`src/rtl/lkv_pkg.sv`:
```
// ----------------------------------------------------------------------------
// lkv_pkg
// Types, codes and defaults shared by the key-value cache, its cells and its
// channel interfaces.
// ----------------------------------------------------------------------------
package lkv_pkg;

    localparam int DEF_ENTRIES    = 32;
    localparam int DEF_KEY_WIDTH  = 32;
    localparam int DEF_DATA_WIDTH = 32;

    localparam int             CFG_W       = 6;
    localparam int             CNT_OUT_W   = 6;
    localparam logic [CFG_W-1:0] MAX_RESET = 6'd32;

    typedef enum logic [1:0] {
        REQ_INSERT   = 2'd0,
        REQ_RETRIEVE = 2'd1,
        REQ_TAKE     = 2'd2,
        REQ_CLEAR    = 2'd3
    } t_req;

    typedef enum logic [1:0] {
        S_IDLE,
        S_LOOK,
        S_RESOLVE,
        S_UPDATE
    } t_state;

    typedef enum logic [2:0] {
        CELL_HOLD,
        CELL_LOOK,
        CELL_DOWN,
        CELL_UP,
        CELL_CLEAR
    } t_cell_op;

    typedef struct packed {
        t_cell_op op;
        logic     load_valid;
    } t_cell_ctl;

endpackage

```
`src/rtl/lkv_cell.sv`:
```
// ----------------------------------------------------------------------------
// lkv_cell
// One entry of the recency-ordered chain: cell n holds the entry of rank n.
// Compares the lookup key and shifts towards either neighbour on command.
// ----------------------------------------------------------------------------
module lkv_cell
    import lkv_pkg::*;
#(
    parameter int KEY_WIDTH  = DEF_KEY_WIDTH,
    parameter int DATA_WIDTH = DEF_DATA_WIDTH,
    parameter int IDX_W      = 5,
    parameter int CNT_W      = 6,
    parameter int CELL_INDEX = 0
) (
    input  logic                  i_clk,
    input  logic                  i_rst_n,
    input  t_cell_ctl             i_ctl,
    input  logic [IDX_W-1:0]      i_pos,
    input  logic [CNT_W-1:0]      i_count,
    input  logic [KEY_WIDTH-1:0]  i_look_key,
    input  logic [KEY_WIDTH-1:0]  i_prev_key,
    input  logic [DATA_WIDTH-1:0] i_prev_data,
    input  logic                  i_prev_valid,
    input  logic [KEY_WIDTH-1:0]  i_next_key,
    input  logic [DATA_WIDTH-1:0] i_next_data,
    input  logic                  i_next_valid,
    output logic [KEY_WIDTH-1:0]  o_key,
    output logic [DATA_WIDTH-1:0] o_data,
    output logic                  o_valid,
    output logic                  o_match,
    output logic [IDX_W-1:0]      o_match_idx,
    output logic [DATA_WIDTH-1:0] o_match_data,
    output logic [DATA_WIDTH-1:0] o_last_data
);

    localparam logic [IDX_W-1:0] MY_IDX = IDX_W'(CELL_INDEX);
    localparam logic [CNT_W-1:0] MY_CNT = CNT_W'(CELL_INDEX + 1);

    logic [KEY_WIDTH-1:0]  r_key;
    logic [DATA_WIDTH-1:0] r_data;
    logic                  r_valid;
    logic                  r_match;
    logic                  r_last;

    always_ff @(posedge i_clk) begin
        if (!i_rst_n) begin
            r_valid <= 1'b0;
            r_match <= 1'b0;
            r_last  <= 1'b0;
        end else begin
            case (i_ctl.op)
                CELL_LOOK: begin
                    r_match <= r_valid && (r_key == i_look_key);
                    r_last  <= r_valid && (i_count == MY_CNT);
                end
                CELL_DOWN: begin
                    if (MY_IDX <= i_pos) begin
                        r_key   <= i_prev_key;
                        r_data  <= i_prev_data;
                        r_valid <= (CELL_INDEX == 0) ? i_ctl.load_valid : i_prev_valid;
                    end
                end
                CELL_UP: begin
                    if (MY_IDX >= i_pos) begin
                        r_key   <= i_next_key;
                        r_data  <= i_next_data;
                        r_valid <= i_next_valid;
                    end
                end
                CELL_CLEAR: begin
                    r_valid <= 1'b0;
                end
                default: begin
                end
            endcase
        end
    end

    assign o_key        = r_key;
    assign o_data       = r_data;
    assign o_valid      = r_valid;
    assign o_match      = r_match;
    assign o_match_idx  = r_match ? MY_IDX : '0;
    assign o_match_data = r_match ? r_data : '0;
    assign o_last_data  = r_last ? r_data : '0;

endmodule
```
`config.mk`:
```
export PLATFORM = sky130hd
export DESIGN_NAME = lkv_cell
export DESIGN_NICKNAME = d
export VERILOG_FILES = /design/src/rtl/lkv_pkg.sv /design/src/rtl/lkv_cell.sv
export SDC_FILE = /design/constraint.sdc
export NUM_CORES = 1
export LEC_CHECK = 0
export BUFFER_PORTS_ARGS = -buffer_cell sky130_fd_sc_hd__buf_2
export CORE_AREA = 3 3 121 123
export DETAILED_ROUTE_END_ITERATION = 10
export DIE_AREA = 0 0 124 126
export GPL_ROUTABILITY_DRIVEN = 0
export PLACE_DENSITY_LB_ADDON = 0.05
export REMOVE_ABC_BUFFERS = 1
export SLEW_MARGIN = 10
export SYNTH_ARGS = -nofsm -noshare
export SYNTH_HDL_FRONTEND = slang
export SYNTH_SLANG_ARGS = --single-unit
```
`constraint.sdc`:
```
create_clock -name i_clk -period 7.05 [get_ports i_clk]
set_clock_uncertainty 0.05 [all_clocks]
set_input_delay 1.41 -clock i_clk [delete_from_list [all_inputs] [get_ports i_clk]]
set_output_delay 1.41 -clock i_clk [all_outputs]
set_load 0.01 [all_outputs]
```
# ---- Yosys cells after proc, flatten, opt, wreduce, memory -nomap -nowiden
# Cells that the tools add are included.
dict set report op_classes {
  magnitude_cmp 2
  mux 11
  n_reduce_logical 6
  n_eq_ne 8
}
# operator n
set ops {}
lappend ops {{$mux W32} 6}
lappend ops {{$pmux W32 S2} 2}
lappend ops {{$eq A32 B32 Y1} 1}
lappend ops {{$eq A3 B2 Y1 const B} 2}
lappend ops {{$eq A6 B1 Y1 const B} 1}
lappend ops {{$ge A1 B5 Y1 const A} 1}
lappend ops {{$le A1 B5 Y1 const A} 1}
lappend ops {{$ne A2 B2 Y1 const B} 2}
lappend ops {{$reduce_and A4 Y1} 1}
lappend ops {{$eq A3 B1 Y1 const B} 1}
lappend ops {{$eq A3 B3 Y1 const B} 1}
lappend ops {{$pmux W1 S3} 1}
lappend ops {{$reduce_and A3 Y1} 1}
lappend ops {{$reduce_bool A3 Y1} 1}
lappend ops {{$logic_and A1 B1 Y1} 2}
lappend ops {{$mux W1} 2}
lappend ops {{$reduce_bool A2 Y1} 1}
dict set report word_totals {
  inputBits 179
  out_inout_bits 135
  wordCells 32
  register_bits 67
}

# ---- Longest topological paths before layout
# Gate-level depths: netlist (run 1).
dict set report depth {
  ltp_word 3
  ltp_mapped 6
  depth_no_buf 5
}

# ---- Least setup slack after synthesis (run 1)
# OpenSTA, ideal clock, no wires.
dict set report synth_path {
  kind {input-to-reg}
  from {input i_pos[2]}
  to {register r_data[0] (netlist: o_data[0]) (enable)}
  t_required_ps 6493
  setup_ps 507
  stages 3
  path_buffers 0
  path_slack_ps 1628
  t_arrival_ps 4865
  path_cell_list {nor3_1 -> nand2_1 -> a21oi_1}
}
dict set report synth_between {
  elab_chain_cells 3
  word_cells_on_any_way 5
}
# element line
set synth_rtl {}
lappend synth_rtl {{from (decl)} lkv_cell.sv:18} ;# input logic [IDX_W-1:0] i_pos,
lappend synth_rtl {{$ge A1 B5 Y1 or $le A1 B5 Y1 (tied branches)} {lkv_cell.sv:64, lkv_cell.sv:57}}
lappend synth_rtl {{$ne A2 B2 Y1 (no source line)} n/a}
lappend synth_rtl {{$reduce_and A4 Y1 (no source line) *} n/a}
lappend synth_rtl {{to (signal assigned)} lkv_cell.sv:59} ;# r_data <= i_prev_data;
lappend synth_rtl {{to (signal assigned)} lkv_cell.sv:66} ;# r_data <= i_next_data;
lappend synth_rtl {{to (decl)} lkv_cell.sv:40} ;# logic [DATA_WIDTH-1:0] r_data;
# Every way passes the cells marked *; elsewhere a longest branch is shown, timed or not.
# A chain may end at the register's enable or synchronous reset.

# ---- Final worst setup path (run 1)
dict set report layout_path {
  from {register r_match (netlist: o_match)}
  to {output o_match_data[3]}
}
dict set report layout_between {
  elab_chain_cells 1
}
# element line
set layout_rtl {}
lappend layout_rtl {{from (decl)} lkv_cell.sv:42} ;# logic r_match;
lappend layout_rtl {{from (signal assigned)} lkv_cell.sv:53} ;# r_match <= r_valid && (r_key == i_look_key);
lappend layout_rtl {{$mux W32} lkv_cell.sv:84} ;# assign o_match_data = r_match ? r_data : '0;
lappend layout_rtl {{to (decl)} lkv_cell.sv:32} ;# output logic [DATA_WIDTH-1:0] o_match_data,
# No other way between the ends.

==> results.md, run 1 <==
- Status: complete, no violations
- Startpoint types: register
- Final min period: 3.155 ns
- MaxCap Viol Count: 0
- Row count: 43
- Synth top area cells: edfxtp_1, mux2_1, and2_1
- Max stage delay cell, worst path: dfxtp_1
- Tightest Pin Transition: 0.9867 ns
- Post-Synth Simple-Gate Area: 15.47%
- Clock Tree Buf Depth: 2
- Die W: 124 um
- RSZ-0062 raised after global routing: no
- Routed Antenna Nets: 0
- Post-synth EDFFs: 64
- Critical path arrival: 1.69 ns
- PortBufs: 307
- H-tree levels: 3
- Max incr delay on CP: 0.96 ns
- Post-synth top cells: and2_1, edfxtp_1, mux2_1
- Max VDD drop: 0.1176 mV
- Asr flop ratio synth: 0%
- Hold depth: 3
- Hold Path Class: register to register
- ANT cells: 0
- CTS tree: built
- Mean post-synth cell area: 13.21 sq um
- Detailed-route via count: 3,259
- Height of the chip: 126 um
- Flops & latches, synth: 67
- Crit path max fanout: 34
- Yosys Warn Count: 0
- DR DRC count: 0
- CP cell instances: and2_1 > buf_2
- Root buffer selected by CTS: clkbuf_16
- Worst skew pair latency: 0.34 ns
- Die area: 15,620 sq um
- Distinct cell type count after synthesis: 29
- Leak: 0.002684 uW
- Post-Synth XOR/XNOR Area: 7.550%
- Syn-to-layout area delta: 52.75%
- Boundary Pins: 314
- Power Density: 175.8 nW/um^2
- Adder-Cell Fraction of Synth Area: 0%
- Tcrit/Tclk final: 44.74%
- Final setup vio count: 0
- 1st-iter DRT viols: 110
- Largest net degree at the start of global routing: 66
- DRT Pass-1 Iters: 4
- Yosys top cell area share: 51.77%
- Nets: 765
- Routed wire length: 11,960 um
- Max-Slew Margin vs Limit: 34.13%
- Post-DP HPWL: 9336 um
- Final hold violations: 0
- Num CTS Buffers: 9
- Clock Sinks: 67
- Most common cell in the synthesized netlist: and2_1
- Post-Syn Area: 3712 sq um
- Post-synthesis compound-gate area fraction: 1.112%
- Pre-CTS WS: 3.497 ns
- Largest family of logic cells by synthesized area: multiplexers
- Antenna violations before repair: 0
- Post-synthesis sequential area ratio: 53.39%
- Starting density of the core: 26.95%
- Ys flop type: edfxtp_1
- Total track usage: 14.91%
- CP required: 5.59 ns
- R2R depth: 5
- CTS clk-pin slew, worst paths: 0.05 ns
- Setup WS post-layout: 3.895 ns
- Fmax: 0.3170 GHz
- TNS Setup: 0 ns
- Post-synthesis mux area share: 19.41%
- Proportion of layout cells with a drive suffix above 1: 56.51%
- Drt wl/cell: 15.51 um
- Post-CTS sizing: 0
- First-pass GRT wire length: 17,260 um
- Total gr overflow: 0
- Critical path type: register to primary output
- Post-route non-filler standard cell count: 771
- Synth area leader: edfxtp_1
- Worst setup EP type: primary output
- Syn Inst Count: 281
- Postcts setup bufs: 0
- Vias in the first global route: 3,257
- Cell count after placement: 755
- DR vias/cell: 4.227
- Core outline area: 13,770 sq um
- Final Max Slew Viols: 0
- CTS hold repair buffers: 0
==> critical path, delay by kind of cell (launching register included) <==
kind                   cells  cell delay (ns)
buffers and inverters      1             0.14
flip-flops                 1             0.96
AND/OR/NAND/NOR            1             0.25
==> kinds of logic after synthesis <==
logic type	Yosys count
simple gates	92
flops	67
mux	64
xor+xnor	32
buf+inv	18
compound gates	7
other cells	1
==> final cells by class <==
class                   count  area [sq um]
repair buffers            308          1544
clock inverters             3         15.01
flip-flops and latches     67          1982
fillers                  1373          8103
clock buffers              13         250.2
well taps                 180         225.2
multi-input cells         200          1654
==> routing by layer <==
metal	wire length [um]	part of all wire, %	track usage, %	vias up
met5	0	0	0	-
met1	4040	34	14.48	1456
met4	180	1.5	5.219	0
met3	1596	13	7.409	11
met2	6145	51	26.95	190
li1	-	-	-	1602
==> registers in the layout (all words and copies together), names as in the netlist <==
signal,cells
o_data,32
o_key,32
o_match,1
o_valid,1
r_last,1
==> where the power goes <==
group / internal, uW / leakage, uW / switching [uW]
Sequential: 454 / 0.000606 / 8.74
Combinational: 70.4 / 0.00194 / 51.3
Clock: 246 / 0.000133 / 167
==> cells in the final DEF (no fill, tap or decap), drive strengths merged <==
cell type | netlist | routed
and2 | 65 | 65
a31oi | 1 | 1
dfxtp | 3 | 3
a21oi | 2 | 2
clkinv | 0 | 3
o21ai | 2 | 2
nand3 | 1 | 1
xnor2 | 18 | 18
nand4b | 1 | 1
o31ai | 1 | 1
mux2 | 64 | 64
o21bai | 1 | 1
nor2b | 1 | 1
edfxtp | 64 | 64
nand2b | 2 | 2
nor2 | 2 | 2
or4 | 1 | 1
and2b | 1 | 1
buf | 12 | 308
nor4 | 5 | 5
nand4 | 6 | 6
xor2 | 14 | 14
nand2 | 5 | 5
conb | 1 | 5
clkbuf | 6 | 13
nor3 | 2 | 2
==> final timing paths <==
check        slack [ns]               to  startpoint
max reg2reg        5.40          o_match   o_key[30]
min                0.54          o_match    o_key[6]
max                3.90  o_match_data[3]     o_match
min reg2reg        0.54          o_match    o_key[6]
==> through the flow <==
step / hold WS (ns) / power [uW] / utilization (%) / instance area [sq um]
finish: 0.5431 / 997.1 / 41.17 / 5670
global route: 0.5941 / 1046 / 41.17 / 5670
detailed placement: 0.5454 / 595.0 / 39.24 / 5405
CTS: 0.5528 / 1018 / 41.17 / 5670
global placement: 0.5371 / 594.1 / 39.24 / 5405
floorplan: 0.5346 / 522.5 / - / 3617
Power figures use the tool's default switching activity.
==> inputs of run 2 (changes only) <==
CORE_AREA = 3 3 120 122   (was 3 3 121 123)
DIE_AREA = 0 0 123 125   (was 0 0 124 126)
clock period = 2.8 ns   (was 7.05 ns; I/O delays follow)
==> run 2 against run 1 <==
  * Final cell count is 0.13% lower
  * Register-to-register slack got worse by 4.5 ns
  * Worst hold slack got worse by 0.13 ns
  * Count of clock-buffer cells in the layout is 1 lower
  * Sequential power grew to 2.5 times the previous value
  * Sequential share of layout area is 0.31 points lower
  * Flip-flop and latch count stayed put
  * Via count rose by 1.5%
==> results.md, run 2 (synthesis gave the netlist of run 1 again) <==
- CTS tree: built
- Clock Sinks: 67 (unchanged)
- Fmax: 0.5227 GHz
- Seq pwr share: 45.5% (-0.9 points)
- DR DRC count: 0 (unchanged)
- Routed wire length: 12,160 um (+1.7%)
- Final setup vio count: 0 (unchanged)
- Tcrit/Tclk final: 68.33%
- Commonest non-fill, non-tap cell in the layout: buf_2
- Clk pwr share: 42.3% (+0.9 points)
- ANT cells: 0 (unchanged)
- Commonest non-fill, non-tap cells in the layout: buf_2, and2_1, edfxtp_1
- Antenna violations before repair: 0 (unchanged)
- Post-CTS sizing: 0 (unchanged)
- Final Max Slew Viols: 0 (unchanged)
- Routed Antenna Nets: 0 (unchanged)
- Nets: 768 (+0.39%)
- Met2 wire length: 6012 um (-2.2%)
- Leak: 0.002701 uW (+0.66%)
- Syn-to-layout area delta: 54.10%
- Power Density: 447.7 nW/um^2 (+150%)
- Status: complete, no violations
- Proportion of layout cells with a drive suffix above 1: 56.23% (-0.29 points)
- PortBufs: 307 (unchanged)
- Die W: 123 um (-0.81%)
- Core outline area: 13,300 sq um (-3.5%)
- Crit path buf inv count: 2 (+1)
- Metal3 WL: 1275 um (-20%)
- Cell count after placement: 754 (-0.13%)
- Root buffer selected by CTS: clkbuf_16
- Clock Tree Buf Depth: 2 (unchanged)
- H-tree levels: 3 (unchanged)
- NetSw: 558.6 uW (+150%)
- Worst setup EP type: register
- Detailed-route via count: 3,307 (+1.5%)
- RSZ-0062 raised after global routing: no
- Drt wl/cell: 15.80 um (+1.8%)
- Int Power: 2003 uW (+160%)
- Max incr delay on CP: 0.41 ns (-0.55 ns)
- Top routing layer used: met4
- Final min period: 1.913 ns
- Num CTS Buffers: 9 (unchanged)
- Hold Path Class: register to register
- Switch share: 21.81% (-0.96 points)
- Critical path type: input port to register
- Crit-path leading delay family: simple AND/OR/NAND/NOR gates
- Total gr overflow: 0 (unchanged)
- CP cell instances: buf_2 > nor3_1 > nand2_1 > a21oi_4 > buf_12
- Post-DP HPWL: 9496 um (+1.7%)
- Critical path arrival: 1.85 ns (+0.16 ns)
- DR vias/cell: 4.295 (+1.6%)
- DRT Pass-1 Iters: 4 (unchanged)
- Height of the chip: 125 um (-0.79%)
- Total track usage: 15.25% (+0.33 points)
- Max VDD drop: 0.2771 mV (+140%)
- M1 WL: 4634 um (+15%)
- Pwr Total: 2561 uW (+160%)
- Startpoint types: input port
- CTS clk-pin slew, worst paths: 0.06 ns (about the same)
- Postcts setup bufs: 0 (unchanged)
- Row count: 42 (-2.3%)
- Max stage delay cell, worst path: nor3_1
- Die area: 15,380 sq um (-1.6%)
- Final hold violations: 0 (unchanged)
- Crit path max fanout: 64 (+88%)
- 1st-iter DRT viols: 89 (-19%)
- First-pass GRT wire length: 17,730 um (+2.7%)
- Starting density of the core: 27.92% (+0.97 points)
- Boundary Pins: 314 (unchanged)
- CTS hold repair buffers: 0 (unchanged)
- Combinational fraction of design power: 12.1% (about the same)
- Worst skew pair latency: 0.33 ns (about the same)
- CP required: 2.74 ns (-2.85 ns)
- Vias in the first global route: 3,365 (+3.3%)
- Post-route non-filler standard cell count: 770 (-0.13%)
- MaxCap Viol Count: 0 (unchanged)
- Largest net degree at the start of global routing: 66 (unchanged)
-- run 2: worst reg2reg max path, delay by kind of cell, from the launching register on --
family | cells | cell delay, ns
and+or+nand+nor | 3 | 1.01
DFF | 1 | 0.43
AOI/OAI and AO/OA | 1 | 0.12
xor gates and xnor gates | 1 | 0.17
-- run 2: final cells by class --
| type | instances | area, sq um |
|---|---|---|
| clock inverter | 4 | 41.29 |
| clock buffer | 12 | 236.5 |
| fill | 1316 | 7575 |
| sequential | 67 | 1982 |
| timing repair buffer | 311 | 1592 |
| tap | 176 | 220.2 |
| multi-input combinational | 200 | 1649 |
-- run 2: metal layers --
metal,track usage [%],vias to the layer above
met2,27.11,189
met5,0,-
met3,5.149,16
met4,6.384,0
met1,16.30,1493
li1,-,1609
-- run 2: path summary, 6_finish.rpt --
path              from    endpoint  slack, ns  cells after the start
max           i_pos[2]  o_data[22]       0.89                      5
min            o_match     o_match       0.42                      2
max reg2reg  o_key[30]     o_match       0.95                      5
min reg2reg    o_match     o_match       0.42                      2
-- run 2: stage by stage --
| step | setup TNS, ns | hold slack [ns] | util [%] | instance area, sq um | setup slack [ns] |
|---|---|---|---|---|---|
| 2_1_floorplan | -124.20 | 0.5346 | - | 3617 | -1.772 |
| 3_3_place_gp | 0 | 0.4008 | 40.94 | 5443 | 0.5446 |
| 3_5_place_dp | 0 | 0.4115 | 40.94 | 5443 | 0.5271 |
| 4_1_cts | 0 | 0.4191 | 43.03 | 5720 | 0.8581 |
| 5_1_grt | 0 | 0.4471 | 43.03 | 5720 | 0.8075 |
| 6_report | 0 | 0.4175 | 43.03 | 5720 | 0.8868 |
-- run 2: power by group through the flow --
stage	clock, uW	combinational, uW	sequential [uW]
2_1_floorplan	0	117	1200
3_3_place_gp	0	311	1190
3_5_place_dp	0	316	1190
4_1_cts	1130	318	1170
5_1_grt	1180	346	1170
6_report	1080	311	1170
==> inputs of run 3 (changes only) <==
ABC_AREA = 1   (was not set)
CORE_AREA = 3 3 121 123   (was 3 3 120 122)
DIE_AREA = 0 0 124 126   (was 0 0 123 125)
clock period = 1.84 ns   (was 2.8 ns; I/O delays follow)
==> run 3 against run 2 <==
  * Routed wire length grew 4.9%
  * Final cell count up 22%
  * Synthesized area up 12%
  * Worst setup slack lost 0.67 ns
  * Worst hold slack worse by 0.16 ns
  * Critical endpoint is now o_last_data[26]
  * Register-to-register slack got worse by 0.45 ns
==> results.md, run 3 <==
- Status: complete, no violations
- Fmax: 0.6172 GHz
- Distinct cell type count after synthesis: 21 (-28%)
- CTS tree: built
- Largest net degree at the start of global routing: 39 (-41%)
- Mean post-synth cell area: 9.419 sq um (-29%)
- Synth area leader: edfxtp_1
- Post-synthesis mux area share: 20.87% (+1.5 points)
- Post-synthesis sequential area ratio: 47.50% (-5.9 points)
- Leak: 0.003765 uW (+39%)
- Critical path type: register to primary output
- Yosys top cell area share: 46.06% (-5.7 points)
- Critical path arrival: 1.20 ns (-0.65 ns)
- Final hold violations: 0 (unchanged)
- Max-Slew Margin vs Limit: 65.80%
- Crit path from: r_last
- Detailed-route via count: 3,875 (+17%)
- Vias in the first global route: 3,735 (+11%)
- Num CTS Buffers: 9 (unchanged)
- Flops & latches, synth: 67 (unchanged)
- Post-Syn Area: 4173 sq um (+12%)
- DR DRC count: 0 (unchanged)
- CP cell instances: buf_4 > nand2_1 > inv_1 > buf_2
- Largest family of logic cells by synthesized area: multiplexers
- Pre-CTS WS: -0.08560 ns (-0.6127 ns)
- R2R depth: 7 (+2)
- Levels on crit path: 4 (-1)
- Critical Path End: o_last_data[26]
- Boundary Pins: 314 (unchanged)
- DR vias/cell: 4.118 (-4.1%)
- Syn Inst Count: 443 (+58%)
- Crit-path leading delay family: buffers and inverters
- RSZ-0062 raised after global routing: no
- Post-synth EDFFs: 64 (unchanged)
- Max stage delay cell, worst path: dfxtp_1
- CP required: 1.42 ns (-1.32 ns)
- Worst setup EP type: primary output
- R2R Setup Slk: 0.50 ns (-0.45 ns)
- Final min period: 1.620 ns
- Max incr delay on CP: 0.32 ns (-0.09 ns)
- CTS clk-pin slew, worst paths: 0.06 ns (about the same)
- 1st-iter DRT viols: 103 (+16%)
- Most common cell in the synthesized netlist: nand2_1
- Final setup vio count: 0 (unchanged)
- CTS hold repair buffers: 0 (unchanged)
- Dpl cell area: 5977 sq um (+9.8%)
- Height of the chip: 126 um (+0.80%)
- MaxCap Viol Count: 0 (unchanged)
- H-tree levels: 3 (unchanged)
- Tightest Pin Transition: 0.5083 ns
- Proportion of layout cells with a drive suffix above 1: 52.11% (-4.1 points)
- Reg-to-reg critical path startpoint: o_key[6]
- Commonest non-fill, non-tap cells in the layout: buf_2, nand2_1, inv_1
- Syn-to-layout area delta: 49.87%
- Synth top area cells: edfxtp_1, mux2_4, nand2_1
- Post-route non-filler standard cell count: 941 (+22%)
- Hold Path Class: input port to register
- Clock Sinks: 67 (unchanged)
- Final Max Slew Viols: 0 (unchanged)
- First-pass GRT wire length: 18,780 um (+6.0%)
- Crit path max fanout: 23 (-64%)
- Setup WS post-layout: 0.2198 ns (-0.6670 ns)
- Final instance area: 6254 sq um (+9.3%)
- Fill cells: 1,409 (+7.1%)
- Tcrit/Tclk final: 88.05%
- Worst skew pair latency: 0.33 ns (about the same)
- Root buffer selected by CTS: clkbuf_16
- Post-synth top cells: nand2_1, inv_1, edfxtp_1
- Routed Antenna Nets: 0 (unchanged)
- Post-Synth Simple-Gate Area: 14.39% (-1.1 points)
- Postcts setup bufs: 0 (unchanged)
- Cell count after placement: 924 (+23%)
- Ys flop type: edfxtp_1
- Adder-Cell Fraction of Synth Area: 0% (unchanged)
- Total gr overflow: 0 (unchanged)
- Final Core Density: 45.40% (+2.4 points)
- Drt wl/cell: 13.56 um (-14%)
- Reg area: 1982 sq um (unchanged)
- Post-Synth XOR/XNOR Area: 2.309% (-5.2 points)
- Startpoint types: register
- Die area: 15,620 sq um (+1.6%)
- Core outline area: 13,770 sq um (+3.6%)
- Die W: 124 um (+0.81%)
- Post-synthesis compound-gate area fraction: 1.829% (+0.72 points)
- Row count: 43 (+2.4%)
- Area occupied by multi-input gates: 1683 sq um (+2.0%)
- Power Density: 638.4 nW/um^2 (+43%)
- Total track usage: 15.80% (+0.56 points)
- PortBufs: 307 (unchanged)
- DRT Pass-1 Iters: 6 (+2)
- Clock Tree Buf Depth: 2 (unchanged)
- Yosys Warn Count: 0 (unchanged)
- Starting density of the core: 30.30% (+2.4 points)
- Crit path buf inv count: 3 (+1)
- Pwr Total: 3992 uW (+56%)
- Antenna violations before repair: 1 (+1)
- Commonest non-fill, non-tap cell in the layout: buf_2
- Routed wire length: 12,760 um (+4.9%)
- Asr flop ratio synth: 0% (unchanged)
- Nets: 934 (+22%)
- Post-DP HPWL: 10,350 um (+9.0%)
- Max VDD drop: 0.3413 mV (+23%)
- Post-CTS sizing: 0 (unchanged)
- R2r endpoint: o_match
run 3: worst min-delay path by stage:
stage	slack, ns	from	end	depth (start not counted)
after floorplan	0.45	i_rst_n	o_match	2
after global placement	0.53	o_valid	o_valid	2
after detailed placement	0.53	o_valid	o_valid	2
after CTS	0.25	i_rst_n	o_valid	3
after global routing	0.27	i_rst_n	o_valid	3
final	0.26	i_rst_n	o_valid	3
run 3: area by class of cell:
class / count / share of cell area, %
diodes: 1 / 0.04002
multi-input cells: 250 / 26.91
well taps: 180 / 3.601
inverters: 110 / 6.603
clock buffers: 13 / 4.162
flip-flops and latches: 67 / 31.69
clock inverters: 3 / 0.2201
repair buffers: 317 / 26.77
run 3: stage by stage:
step / hold WS [ns] / setup TNS (ns)
final: 0.2583 / 0
after floorplan: 0.4495 / -267.79
after detailed placement: 0.5290 / -4.087
after global placement: 0.5263 / -0.4100
after global routing: 0.2731 / 0
after CTS: 0.2477 / 0
run 3: cells by family (layout without fill, tap and decap cells):
logic type	count (synthesis)	count (layout)
and+or+nand+nor	156	156
xor gates and xnor gates	11	11
muxes	64	64
DFF	67	67
buffers and inverters	130	443
AOI/OAI and AO/OA	14	14
other	1	6
run 3: routing by layer:
metal,GRT usage (%),up-vias,routed length (um)
met5,0,-,0
met4,6.765,0,307
met3,3.996,20,1128
met2,29.14,167,6701
met1,16.70,1704,4621
li1,-,1984,-
run 3: power breakdown:
part | leakage [uW] | switching, uW | internal, uW
clock | 0.000137 | 616 | 977
combinational | 0.00302 | 264 | 361
sequential | 0.000606 | 35.2 | 1740
total | 0.00376 | 915 | 3080
run 3: worst register-to-register path, delay by kind of cell (launching register included):
kind | cells | cell delay, ns
AO/OA/AOI/OAI | 1 | 0.14
XOR/XNOR | 1 | 0.15
AND/OR/NAND/NOR | 5 | 0.53
flip-flops | 1 | 0.39
